==> src/rtl/bpe_pkg.sv <==
// shared types, widths and codes of the breakpoint envelope generator
// no dependencies; every rtl file refers to this package by scoped names
`default_nettype none

package bpe_pkg;

  localparam int MAX_POINTS = 32;
  localparam int PT_AW      = $clog2(MAX_POINTS);

  localparam int CMD_W   = 2;
  localparam int IDX_W   = 5;
  localparam int TIME_W  = 20;
  localparam int LEVEL_W = 7;
  localparam int TS_W    = 17;
  localparam int NP_W    = 6;
  localparam int TICK_W  = 24;
  localparam int SEG_W   = 6;
  localparam int ACC_W   = 32;
  localparam int OUT_W   = 16;

  localparam int FRAC_SH    = 16;
  localparam int STRETCH_SH = 12;

  localparam int CFG_IDX_W  = 2;
  localparam int CFG_DATA_W = 17;

  localparam logic [CMD_W-1:0] CMD_LOAD    = 2'd0;
  localparam logic [CMD_W-1:0] CMD_RESTART = 2'd1;
  localparam logic [CMD_W-1:0] CMD_TICK    = 2'd2;

  localparam logic [CFG_IDX_W-1:0] REG_NUM_POINTS   = 2'd0;
  localparam logic [CFG_IDX_W-1:0] REG_TIME_STRETCH = 2'd1;

  localparam logic [NP_W-1:0]    NUM_POINTS_RST   = 6'd2;
  localparam logic [TS_W-1:0]    TIME_STRETCH_RST = 17'd4096;
  localparam logic [TIME_W-1:0]  HOLD_TIME        = 20'd442000;
  localparam logic [LEVEL_W-1:0] LEVEL_MAX        = 7'd100;
  localparam logic [OUT_W-1:0]   OUT_MAX          = 16'd32768;
  localparam int                 OUT_SCALE        = 200;

  localparam int DIV_N_W = ACC_W;
  localparam int DIV_D_W = TICK_W;
  localparam int MUL_P_W = TIME_W + TS_W + 2;

  typedef struct packed {
    logic [CMD_W-1:0]   cmd;
    logic [IDX_W-1:0]   point_index;
    logic [TIME_W-1:0]  point_time;
    logic [LEVEL_W-1:0] point_level;
  } in_item_t;

  typedef struct packed {
    logic [OUT_W-1:0] env_level;
    logic             env_active;
  } out_item_t;

  typedef struct packed {
    logic [TIME_W-1:0]  pt_time;
    logic [LEVEL_W-1:0] pt_level;
  } pt_word_t;

  typedef struct packed {
    logic              start;
    logic [TIME_W-1:0] multiplicand;
    logic [TS_W-1:0]   multiplier;
  } mul_req_t;

  typedef struct packed {
    logic              done;
    logic [TICK_W-1:0] value;
  } mul_rsp_t;

  typedef struct packed {
    logic               start;
    logic [DIV_N_W-1:0] dividend;
    logic [DIV_D_W-1:0] divisor;
  } div_req_t;

  typedef struct packed {
    logic               done;
    logic [DIV_N_W-1:0] quotient;
  } div_rsp_t;

  typedef enum logic [3:0] {
    ST_IDLE,
    ST_RD_LAST,
    ST_LAST_GO,
    ST_LAST_WAIT,
    ST_RD_START,
    ST_RD_END,
    ST_NEXT_GO,
    ST_NEXT_WAIT,
    ST_DIV_GO,
    ST_DIV_WAIT,
    ST_OUT_CALC,
    ST_OUT_WAIT,
    ST_OUT_HOLD
  } state_e;

endpackage

`default_nettype wire

==> src/rtl/bpe_mul.sv <==
// bit-serial time stretch: ceil(t * stretch / 4096), saturated to 24 bits
// one multiplier bit per cycle, lsb first; uses bpe_pkg
`default_nettype none

module bpe_mul (
  input  wire logic              clk_i,
  input  wire logic              rst_ni,
  input  wire bpe_pkg::mul_req_t req_i,
  output bpe_pkg::mul_rsp_t      rsp_o
);

  localparam int CNT_W = $clog2(bpe_pkg::TS_W);
  localparam int LO_W  = bpe_pkg::TS_W;
  localparam int HI_W  = bpe_pkg::MUL_P_W - LO_W;
  localparam int SAT_B = bpe_pkg::STRETCH_SH + bpe_pkg::TICK_W;
  localparam logic [CNT_W-1:0] CNT_LAST = CNT_W'(bpe_pkg::TS_W - 1);
  // rounding constant sits where the first partial product lands
  localparam logic [bpe_pkg::MUL_P_W-1:0] ROUND_INIT =
    bpe_pkg::MUL_P_W'(2 ** bpe_pkg::STRETCH_SH - 1) << LO_W;

  logic                          busy_q;
  logic                          done_q;
  logic [CNT_W-1:0]              cnt_q;
  logic [bpe_pkg::TIME_W-1:0]    mcand_q;
  logic [bpe_pkg::TS_W-1:0]      mplier_q;
  logic [bpe_pkg::MUL_P_W-1:0]   prod_q;
  logic [HI_W-1:0]               sum;

  assign sum = prod_q[bpe_pkg::MUL_P_W-1:LO_W] + (mplier_q[0] ? HI_W'(mcand_q) : '0);

  always_ff @(posedge clk_i or negedge rst_ni) begin
    if (!rst_ni) begin
      busy_q <= 1'b0;
      done_q <= 1'b0;
      cnt_q  <= '0;
    end else begin
      done_q <= 1'b0;
      if (busy_q) begin
        cnt_q <= cnt_q + 1'b1;
        if (cnt_q == CNT_LAST) begin
          busy_q <= 1'b0;
          done_q <= 1'b1;
        end
      end else if (req_i.start) begin
        busy_q <= 1'b1;
        cnt_q  <= '0;
      end
    end
  end

  always_ff @(posedge clk_i) begin
    if (busy_q) begin
      prod_q   <= {1'b0, sum, prod_q[LO_W-1:1]};
      mplier_q <= mplier_q >> 1;
    end else if (req_i.start) begin
      prod_q   <= ROUND_INIT;
      mcand_q  <= req_i.multiplicand;
      mplier_q <= req_i.multiplier;
    end
  end

  assign rsp_o.done  = done_q;
  assign rsp_o.value = (|prod_q[bpe_pkg::MUL_P_W-1:SAT_B]) ? '1
                                                           : prod_q[SAT_B-1:bpe_pkg::STRETCH_SH];

endmodule

`default_nettype wire

==> src/rtl/bpe_div.sv <==
// bit-serial restoring divider, one quotient bit per cycle, msb first
// shared by the segment slope and the output scaling; uses bpe_pkg
`default_nettype none

module bpe_div (
  input  wire logic              clk_i,
  input  wire logic              rst_ni,
  input  wire bpe_pkg::div_req_t req_i,
  output bpe_pkg::div_rsp_t      rsp_o
);

  localparam int NW    = bpe_pkg::DIV_N_W;
  localparam int DW    = bpe_pkg::DIV_D_W;
  localparam int CNT_W = $clog2(NW);
  localparam logic [CNT_W-1:0] CNT_LAST = CNT_W'(NW - 1);

  logic             busy_q;
  logic             done_q;
  logic [CNT_W-1:0] cnt_q;
  logic [NW-1:0]    quo_q;
  logic [DW-1:0]    rem_q;
  logic [DW-1:0]    dvs_q;
  logic [DW:0]      shifted;
  logic [DW:0]      diff;
  logic             fits;

  assign shifted = {rem_q, quo_q[NW-1]};
  assign diff    = shifted - {1'b0, dvs_q};
  assign fits    = !diff[DW];

  always_ff @(posedge clk_i or negedge rst_ni) begin
    if (!rst_ni) begin
      busy_q <= 1'b0;
      done_q <= 1'b0;
      cnt_q  <= '0;
    end else begin
      done_q <= 1'b0;
      if (busy_q) begin
        cnt_q <= cnt_q + 1'b1;
        if (cnt_q == CNT_LAST) begin
          busy_q <= 1'b0;
          done_q <= 1'b1;
        end
      end else if (req_i.start) begin
        busy_q <= 1'b1;
        cnt_q  <= '0;
      end
    end
  end

  always_ff @(posedge clk_i) begin
    if (busy_q) begin
      rem_q <= fits ? diff[DW-1:0] : shifted[DW-1:0];
      quo_q <= {quo_q[NW-2:0], fits};
    end else if (req_i.start) begin
      rem_q <= '0;
      quo_q <= req_i.dividend;
      dvs_q <= req_i.divisor;
    end
  end

  assign rsp_o.done     = done_q;
  assign rsp_o.quotient = quo_q;

endmodule

`default_nettype wire

==> src/rtl/breakpoint_envelope_generator.sv <==
// Piecewise linear breakpoint envelope built on bpe_pkg, bpe_mul and bpe_div. One request
// is taken at a time and always yields one result. Loads, restarts and ticks inside a
// segment are paced by the serial division that scales the level to Q1.15; when the
// envelope is inactive or the level is not positive that division is skipped. A tick
// that starts a segment first runs two serial multiplies for the stretched times and a
// serial division for the slope, with point table reads in between. A finished result
// waits in an output register, so the next request is taken while it is still pending.
`default_nettype none

module breakpoint_envelope_generator (
  input  wire logic                               clk_i,
  input  wire logic                               rst_ni,
  input  wire logic                               in_valid_i,
  output logic                                    in_ready_o,
  input  wire bpe_pkg::in_item_t                  in_data_i,
  output logic                                    out_valid_o,
  input  wire logic                               out_ready_i,
  output bpe_pkg::out_item_t                      out_data_o,
  input  wire logic                               cfg_valid_i,
  output logic                                    cfg_ready_o,
  input  wire logic [bpe_pkg::CFG_IDX_W-1:0]      cfg_index_i,
  input  wire logic [bpe_pkg::CFG_DATA_W-1:0]     cfg_data_i
);

  bpe_pkg::state_e state_q, state_d;

  logic [bpe_pkg::NP_W-1:0]    num_points_q;
  logic [bpe_pkg::TS_W-1:0]    time_stretch_q;

  logic [bpe_pkg::TICK_W-1:0]  tick_q;
  logic [bpe_pkg::SEG_W-1:0]   seg_q;
  logic [bpe_pkg::TICK_W-1:0]  next_time_q;
  logic [bpe_pkg::ACC_W-1:0]   acc_q;
  logic [bpe_pkg::ACC_W-1:0]   step_q;
  logic                        active_q;

  bpe_pkg::pt_word_t           mem_q [bpe_pkg::MAX_POINTS];
  bpe_pkg::pt_word_t           rd_q;
  logic [bpe_pkg::PT_AW-1:0]   rd_addr;

  logic [bpe_pkg::TICK_W-1:0]  last_q;
  logic [bpe_pkg::LEVEL_W-1:0] start_lvl_q;
  logic [bpe_pkg::LEVEL_W-1:0] end_lvl_q;
  logic [bpe_pkg::OUT_W-1:0]   res_level_q;

  logic                        out_valid_q;
  bpe_pkg::out_item_t          out_data_q;
  logic                        out_load;

  bpe_pkg::mul_req_t           mul_req;
  bpe_pkg::mul_rsp_t           mul_rsp;
  bpe_pkg::div_req_t           div_req;
  bpe_pkg::div_rsp_t           div_rsp;

  logic                        in_acc;
  logic                        seg_tick;
  logic [bpe_pkg::NP_W-1:0]    np_m1;
  logic [bpe_pkg::PT_AW-1:0]   last_idx;
  logic                        has_next;
  logic [bpe_pkg::PT_AW-1:0]   start_idx;
  logic [bpe_pkg::PT_AW-1:0]   next_idx;
  logic [bpe_pkg::LEVEL_W-1:0] lvl_sat;
  logic [bpe_pkg::ACC_W:0]     acc_sum;
  logic [bpe_pkg::ACC_W-1:0]   acc_sat;
  logic [bpe_pkg::TICK_W-1:0]  tick_inc;
  logic [bpe_pkg::SEG_W-1:0]   seg_inc;
  logic [bpe_pkg::TICK_W-1:0]  dt;
  logic                        step_neg;
  logic [bpe_pkg::LEVEL_W-1:0] step_mag;
  logic                        show_zero;

  assign in_ready_o  = (state_q == bpe_pkg::ST_IDLE);
  assign in_acc      = in_valid_i && in_ready_o;
  assign cfg_ready_o = 1'b1;
  assign out_valid_o = out_valid_q;
  assign out_data_o  = out_data_q;

  // a tick at or past the next point time starts a segment while the envelope is active
  assign seg_tick = (in_data_i.cmd == bpe_pkg::CMD_TICK) && active_q && !(tick_q < next_time_q);

  // points in use, clamped to 1..MAX_POINTS, as the index of the last one
  assign np_m1 = num_points_q - bpe_pkg::NP_W'(1);
  always_comb begin
    if (num_points_q == '0) begin
      last_idx = '0;
    end else if (int'(num_points_q) > bpe_pkg::MAX_POINTS) begin
      last_idx = bpe_pkg::PT_AW'(bpe_pkg::MAX_POINTS - 1);
    end else begin
      last_idx = bpe_pkg::PT_AW'(np_m1);
    end
  end

  assign has_next  = seg_q < bpe_pkg::SEG_W'(last_idx);
  assign start_idx = has_next ? bpe_pkg::PT_AW'(seg_q) : last_idx;
  assign next_idx  = bpe_pkg::PT_AW'(seg_q + 1'b1);

  assign lvl_sat = (in_data_i.point_level > bpe_pkg::LEVEL_MAX) ? bpe_pkg::LEVEL_MAX
                                                                 : in_data_i.point_level;

  assign acc_sum = {acc_q[bpe_pkg::ACC_W-1], acc_q} + {step_q[bpe_pkg::ACC_W-1], step_q};
  assign acc_sat = (acc_sum[bpe_pkg::ACC_W] != acc_sum[bpe_pkg::ACC_W-1])
                 ? {acc_sum[bpe_pkg::ACC_W], {(bpe_pkg::ACC_W-1){~acc_sum[bpe_pkg::ACC_W]}}}
                 : acc_sum[bpe_pkg::ACC_W-1:0];

  assign tick_inc = (tick_q == '1) ? tick_q : tick_q + 1'b1;
  assign seg_inc  = (seg_q == '1) ? seg_q : seg_q + 1'b1;

  assign dt       = (next_time_q > tick_q) ? next_time_q - tick_q : bpe_pkg::TICK_W'(1);
  assign step_neg = end_lvl_q < start_lvl_q;
  assign step_mag = step_neg ? start_lvl_q - end_lvl_q : end_lvl_q - start_lvl_q;

  assign show_zero = !active_q || acc_q[bpe_pkg::ACC_W-1] || (acc_q == '0);

  bpe_mul u_mul (
    .clk_i  (clk_i),
    .rst_ni (rst_ni),
    .req_i  (mul_req),
    .rsp_o  (mul_rsp)
  );

  bpe_div u_div (
    .clk_i  (clk_i),
    .rst_ni (rst_ni),
    .req_i  (div_req),
    .rsp_o  (div_rsp)
  );

  // configuration registers
  always_ff @(posedge clk_i or negedge rst_ni) begin
    if (!rst_ni) begin
      num_points_q   <= bpe_pkg::NUM_POINTS_RST;
      time_stretch_q <= bpe_pkg::TIME_STRETCH_RST;
    end else if (cfg_valid_i && cfg_ready_o) begin
      if (cfg_index_i == bpe_pkg::REG_NUM_POINTS) begin
        num_points_q <= cfg_data_i[bpe_pkg::NP_W-1:0];
      end else if (cfg_index_i == bpe_pkg::REG_TIME_STRETCH) begin
        time_stretch_q <= cfg_data_i[bpe_pkg::TS_W-1:0];
      end
    end
  end

  // point table
  always_ff @(posedge clk_i) begin
    if (in_acc && (in_data_i.cmd == bpe_pkg::CMD_LOAD) &&
        (int'(in_data_i.point_index) < bpe_pkg::MAX_POINTS)) begin
      mem_q[bpe_pkg::PT_AW'(in_data_i.point_index)] <= '{pt_time:  in_data_i.point_time,
                                                         pt_level: lvl_sat};
    end
    rd_q <= mem_q[rd_addr];
  end

  always_ff @(posedge clk_i or negedge rst_ni) begin
    if (!rst_ni) begin
      state_q <= bpe_pkg::ST_IDLE;
    end else begin
      state_q <= state_d;
    end
  end

  always_comb begin
    state_d  = state_q;
    rd_addr  = last_idx;
    out_load = 1'b0;
    mul_req  = '{start: 1'b0, multiplicand: rd_q.pt_time, multiplier: time_stretch_q};
    div_req  = '{start: 1'b0, dividend: acc_q,
                 divisor: bpe_pkg::DIV_D_W'(bpe_pkg::OUT_SCALE)};
    unique case (state_q)
      bpe_pkg::ST_IDLE: begin
        if (in_acc) begin
          state_d = seg_tick ? bpe_pkg::ST_RD_LAST : bpe_pkg::ST_OUT_CALC;
        end
      end
      bpe_pkg::ST_RD_LAST: begin
        rd_addr = last_idx;
        state_d = bpe_pkg::ST_LAST_GO;
      end
      bpe_pkg::ST_LAST_GO: begin
        mul_req.start = 1'b1;
        state_d       = bpe_pkg::ST_LAST_WAIT;
      end
      bpe_pkg::ST_LAST_WAIT: begin
        if (mul_rsp.done) begin
          state_d = bpe_pkg::ST_RD_START;
        end
      end
      bpe_pkg::ST_RD_START: begin
        rd_addr = start_idx;
        state_d = bpe_pkg::ST_RD_END;
      end
      bpe_pkg::ST_RD_END: begin
        rd_addr = next_idx;
        state_d = bpe_pkg::ST_NEXT_GO;
      end
      bpe_pkg::ST_NEXT_GO: begin
        // past the last point the next time is the held time
        mul_req.start        = 1'b1;
        mul_req.multiplicand = has_next ? rd_q.pt_time : bpe_pkg::HOLD_TIME;
        state_d              = bpe_pkg::ST_NEXT_WAIT;
      end
      bpe_pkg::ST_NEXT_WAIT: begin
        if (mul_rsp.done) begin
          state_d = bpe_pkg::ST_DIV_GO;
        end
      end
      bpe_pkg::ST_DIV_GO: begin
        div_req = '{start: 1'b1,
                    dividend: bpe_pkg::DIV_N_W'(step_mag) << bpe_pkg::FRAC_SH,
                    divisor: dt};
        state_d = bpe_pkg::ST_DIV_WAIT;
      end
      bpe_pkg::ST_DIV_WAIT: begin
        if (div_rsp.done) begin
          state_d = bpe_pkg::ST_OUT_CALC;
        end
      end
      bpe_pkg::ST_OUT_CALC: begin
        if (show_zero) begin
          state_d = bpe_pkg::ST_OUT_HOLD;
        end else begin
          div_req.start = 1'b1;
          state_d       = bpe_pkg::ST_OUT_WAIT;
        end
      end
      bpe_pkg::ST_OUT_WAIT: begin
        if (div_rsp.done) begin
          state_d = bpe_pkg::ST_OUT_HOLD;
        end
      end
      bpe_pkg::ST_OUT_HOLD: begin
        if (!out_valid_q || out_ready_i) begin
          out_load = 1'b1;
          state_d  = bpe_pkg::ST_IDLE;
        end
      end
      default: begin
        state_d = bpe_pkg::ST_IDLE;
      end
    endcase
  end

  // envelope state
  always_ff @(posedge clk_i or negedge rst_ni) begin
    if (!rst_ni) begin
      tick_q      <= '0;
      seg_q       <= '0;
      next_time_q <= '0;
      acc_q       <= '0;
      step_q      <= '0;
      active_q    <= 1'b0;
    end else begin
      if (in_acc) begin
        if (in_data_i.cmd == bpe_pkg::CMD_RESTART) begin
          tick_q      <= '0;
          seg_q       <= '0;
          next_time_q <= '0;
          active_q    <= 1'b1;
        end else if ((in_data_i.cmd == bpe_pkg::CMD_TICK) && active_q && !seg_tick) begin
          acc_q  <= acc_sat;
          tick_q <= tick_inc;
        end
      end
      if ((state_q == bpe_pkg::ST_NEXT_WAIT) && mul_rsp.done) begin
        next_time_q <= mul_rsp.value;
      end
      if ((state_q == bpe_pkg::ST_DIV_WAIT) && div_rsp.done) begin
        step_q   <= step_neg ? '0 - div_rsp.quotient : div_rsp.quotient;
        acc_q    <= bpe_pkg::ACC_W'(start_lvl_q) << bpe_pkg::FRAC_SH;
        seg_q    <= seg_inc;
        active_q <= tick_q < last_q;
        tick_q   <= tick_inc;
      end
    end
  end

  // segment operands and result level
  always_ff @(posedge clk_i) begin
    if ((state_q == bpe_pkg::ST_LAST_WAIT) && mul_rsp.done) begin
      last_q <= mul_rsp.value;
    end
    if (state_q == bpe_pkg::ST_RD_END) begin
      start_lvl_q <= rd_q.pt_level;
    end
    if (state_q == bpe_pkg::ST_NEXT_GO) begin
      end_lvl_q <= has_next ? rd_q.pt_level : start_lvl_q;
    end
    if ((state_q == bpe_pkg::ST_OUT_CALC) && show_zero) begin
      res_level_q <= '0;
    end else if ((state_q == bpe_pkg::ST_OUT_WAIT) && div_rsp.done) begin
      res_level_q <= (div_rsp.quotient > bpe_pkg::DIV_N_W'(bpe_pkg::OUT_MAX))
                   ? bpe_pkg::OUT_MAX : div_rsp.quotient[bpe_pkg::OUT_W-1:0];
    end
  end

  // output register
  always_ff @(posedge clk_i or negedge rst_ni) begin
    if (!rst_ni) begin
      out_valid_q <= 1'b0;
    end else if (out_load) begin
      out_valid_q <= 1'b1;
    end else if (out_ready_i) begin
      out_valid_q <= 1'b0;
    end
  end

  always_ff @(posedge clk_i) begin
    if (out_load) begin
      out_data_q <= '{env_level: res_level_q, env_active: active_q};
    end
  end

  a_level_zero_inactive: assert property (@(posedge clk_i) disable iff (!rst_ni)
    out_valid_o && !out_data_o.env_active |-> out_data_o.env_level == '0)
    else $error("inactive result with nonzero level");

  a_level_in_range: assert property (@(posedge clk_i) disable iff (!rst_ni)
    out_valid_o |-> out_data_o.env_level <= bpe_pkg::OUT_MAX)
    else $error("result level above full scale");

  a_active_on_restart: assert property (@(posedge clk_i) disable iff (!rst_ni)
    $rose(active_q) |-> $past(in_acc && (in_data_i.cmd == bpe_pkg::CMD_RESTART)))
    else $error("envelope armed without a restart request");

  a_div_nonzero: assert property (@(posedge clk_i) disable iff (!rst_ni)
    div_req.start |-> div_req.divisor != '0)
    else $error("division started with zero divisor");

endmodule

`default_nettype wire
==> config.mk <==
export PLATFORM = sky130hd
export DESIGN_NAME = breakpoint_envelope_generator
export DESIGN_NICKNAME = d
export VERILOG_FILES = /design/src/rtl/bpe_pkg.sv /design/src/rtl/bpe_mul.sv /design/src/rtl/bpe_div.sv /design/src/rtl/breakpoint_envelope_generator.sv
export SDC_FILE = /design/constraint.sdc
export NUM_CORES = 2
export LEC_CHECK = 0
export ABC_CLOCK_PERIOD_IN_PS = 5980
export BUFFER_PORTS_ARGS = -buffer_cell sky130_fd_sc_hd__buf_4
export CORE_MARGIN = 2
export CORE_UTILIZATION = 50
export DETAILED_ROUTE_END_ITERATION = 7
export PLACE_DENSITY = 0.75
export SETUP_SLACK_MARGIN = 0.1
export SLEW_MARGIN = 10
export SYNTH_ARGS = -nofsm -noshare
export SYNTH_HDL_FRONTEND = slang
export SYNTH_SLANG_ARGS = --single-unit
==> constraint.sdc <==
create_clock -name clk_i -period 5.98 [get_ports clk_i]
set_input_delay 0.299 -clock clk_i [delete_from_list [all_inputs] [get_ports clk_i]]
set_output_delay 0.299 -clock clk_i [all_outputs]
set_load 0.005 [all_outputs]
==> impl_metrics.tcl <==
set metrics [dict create \
    synth_top_cell_by_area "edfxtp_1" \
    cts_buffer_depth 3 \
    layout.cells.non_filler 6407 \
    swShare 0.261 \
    pwr-share-seq 0.477 \
    r2r-start "num_points_q[1]$_DFFE_PN1P_" \
    clkLatencyLatePin_ns 0.73 \
    critPathKind "flip-flop to flip-flop" \
    routed_via_density 5.98 \
    synth-compound-area-share 0.120 \
    synthAdderAreaFrac 0.0358 \
    yosysSeqAreaShare 0.647 \
    power.switching_mw 5.41 \
    yosysWarnings 0 \
    synthFlopType "edfxtp_1" \
    ioPinCount 78 \
    synth.area.mux_share 0.0136 \
    initial_utilization 0.505 \
    grt_setup_unrepaired "no" \
    syn_area_mm2 0.0569 \
    vdd_drop_max_v 0.000411 \
    synth-simple-area-share 0.135 \
    cp-end-kind "flip-flop" \
    synth_top_family_by_area "simple AND/OR/NAND/NOR gates" \
    critPathArrivalTime_ns 5.82 \
    crit_required_ns 6.61 \
    cap_violations 0 \
    tns_ns 0 \
    regToRegSetupSlack_ns 0.79 \
    core_mm2 0.113 \
    worst_pin_slew_ns 1.25 \
    yosysTopAreaCellShare 0.560 \
    comb_power_share 0.139 \
    fin_crit_ns 5.19 \
    overflow 0 \
    synth_xor_area_frac 0.0189 \
    drive_gt1_frac 0.105 \
    nets 5011 \
    dp.cells 6135 \
    synthMostInstantiatedCell "edfxtp_1" \
    grt_max_degree 133 \
    dpl.hpwl_um 86700 \
    h-tree-depth 3 \
    dieHeight_um 341 \
    dieArea_mm2 0.116 \
    path_clk_slew_ns 0.06 \
    cts_buffers 121 \
    ys_seq_elements 1266 \
    power_frac_clock 0.383 \
    antenna_found_initial 11 \
    hold_viol_final 0 \
    final_util 0.569 \
    leakage_nw 22.8 \
    dr.pass1.iters 5 \
    via_count 38313 \
    synth-edff-count 1061 \
    syn_to_final_growth_pct 12.6 \
    fmax_mhz 193 \
    io_buffer_count 76 \
    report.final.setup_viol 0 \
    finClkSkew_ns 0.0509 \
    routedWlPerCell_um 22.4 \
    cts-root-buf "clkbuf_16" \
    drv_slew 0 \
    synthArstFlopShare 0.127 \
    syn_nets 4928 \
    ant_nets 0 \
    cts_setup_buffers 0 \
    drt_iter0_drc 3946 \
    synth_common_cells "edfxtp_1 (1061), nand2_1 (823), o21ai_0 (242)" \
    die_w_um 341 \
    gp_congestion 0.908 \
    ys_types 81 \
    timing.slew.headroom 0.164 \
    p_per_area_mw_per_mm2 323 \
    crit_fanout 92 \
    row_count 123 \
    drc 0 \
    track_usage 0.242 \
    hold_end "out_valid_o$_DFFE_PN0P_" \
    cp-start-kind "flip-flop" \
    cts_tree "yes" \
    grt_pass1_wl_um 218000 \
    wirelength_um 143000 \
    r2r_end "rd_q[20]$_DFF_P_" \
    hold_path.class "input port to flip-flop" \
    avgSynthCellArea_um2 12.1 \
    postSynthCellCount 4715 \
    period_share 0.869 \
    grt_pass1_vias 36996 \
    synth_area_leaders "edfxtp_1 (56%), dfrtp_1 (7.0%), nand2_1 (5.4%)" \
    clock-sinks 1266 \
    min_path_cells 3 \
    status "finished, final reports clean" \
    p_int_mw 15.3 \
    min_from "out_ready_i" \
    ff2ff_path_depth 15 \
    pre_cts_ws_ns 0.870 \
    worst_slack_ns 0.785 \
    holdWs_ns 0.0749 \
]
## timing repair
action	4_1_cts	5_1_grt
hold endpoints to repair	814	0
hold buffers	40	0
resized for setup	0	0
setup endpoints to repair	0	0
## worst max-delay path, stage by stage, from the launching register on
cell and delay (ns):
dfstp_2 0.54, inv_1 0.07, ha_1 0.24, nand2_1 0.10, o21ai_0 0.08, o41ai_1 0.44
ha_1 0.36, a211oi_1 0.46, o21ai_4 0.18, a21oi_2 0.50, o22a_4 0.72, buf_12 0.40
a211oi_1 0.13, a311oi_1 0.41, nor3_1 0.13, nor4_2 0.27
## power by group through the flow
stage               clock, mW  sequential, mW  combinational (mW)
detailed placement          0            10.1                2.81
global placement            0            10.1                2.72
global route             8.35            9.88                3.14
finish                   7.94            9.89                2.88
floorplan                   0            9.92                2.00
CTS                      8.01            9.88                2.85
## layer usage
layer / vias to the layer above / track usage / wire (µm) / share of wire
li1: 17569 / - / - / -
met1: 18772 / 0.329 / 58100 / 0.41
met2: 1641 / 0.393 / 67500 / 0.47
met3: 317 / 0.0468 / 13000 / 0.091
met4: 14 / 0.0809 / 4730 / 0.033
met5: - / 0 / 88 / 0.00061
## stage by stage
stage	power (mW)	area (µm²)
floorplan	11.9	56900
global placement	12.8	59500
detailed placement	12.9	59500
CTS	20.7	64000
global route	21.4	64000
finish	20.7	64000
## cell type report
cell class / instances / area (µm²)
Antenna cell: 3 / 7.51
Clock buffer: 170 / 3410
Clock inverter: 59 / 746
Fill cell: 8873 / 48600
Inverter: 155 / 582
Multi-Input combinational cell: 3042 / 18800
Sequential cell: 1266 / 36800
Tap cell: 1500 / 1880
Timing Repair Buffer: 212 / 1880
## sequential cells by signal (all words and copies together), names as in the netlist, 7 cells and up
register	count
u_mul.prod_q	26
out_data_o	17
end_lvl_q	7
last_q	24
step_q	32
res_level_q	16
mem_q	864
tick_q	24
u_div.quo_q	32
u_div.dvs_q	24
time_stretch_q	17
u_mul.mplier_q	17
next_time_q	24
acc_q	32
rd_q	27
u_div.rem_q	24
start_lvl_q	7
u_mul.mcand_q	20
## worst max path at each step
| stage | from | to | slack [ns] |
|---|---|---|---|
| final | num_points_q[1]$_DFFE_PN1P_ | rd_q[20]$_DFF_P_ | 0.79 |
| after global routing | num_points_q[1]$_DFFE_PN1P_ | rd_q[20]$_DFF_P_ | 0.36 |
| after floorplan | num_points_q[1]$_DFFE_PN1P_ | rd_q[21]$_DFF_P_ | 2.00 |
| after global placement | num_points_q[0]$_DFFE_PN0P_ | rd_q[21]$_DFF_P_ | 1.12 |
| after CTS | num_points_q[1]$_DFFE_PN1P_ | rd_q[20]$_DFF_P_ | 0.87 |
| after detailed placement | num_points_q[1]$_DFFE_PN1P_ | rd_q[26]$_DFF_P_ | 0.87 |
## cell families after synthesis
logic type               count (synthesis)
adder cells (fa/ha/maj)                160
flip-flops                            1266
buffers and inverters                  407
other                                    1
XOR/XNOR                               123
AO/OA/AOI/OAI                         1040
AND/OR/NAND/NOR                       1647
multiplexers                            71
## layout by cell type (no fill, tap or decap), types with 136 or more instances in the layout
master,netlist,final
a211oi_1,183,183
a21oi_1,137,136
buf_4,8,156
dfrtp_1,159,157
edfxtp_1,1061,1061
ha_1,149,149
inv_1,154,152
nand2_1,823,823
nor2_1,213,178
o21ai_0,242,242
Note: power is estimated with default switching activity, not from simulation.
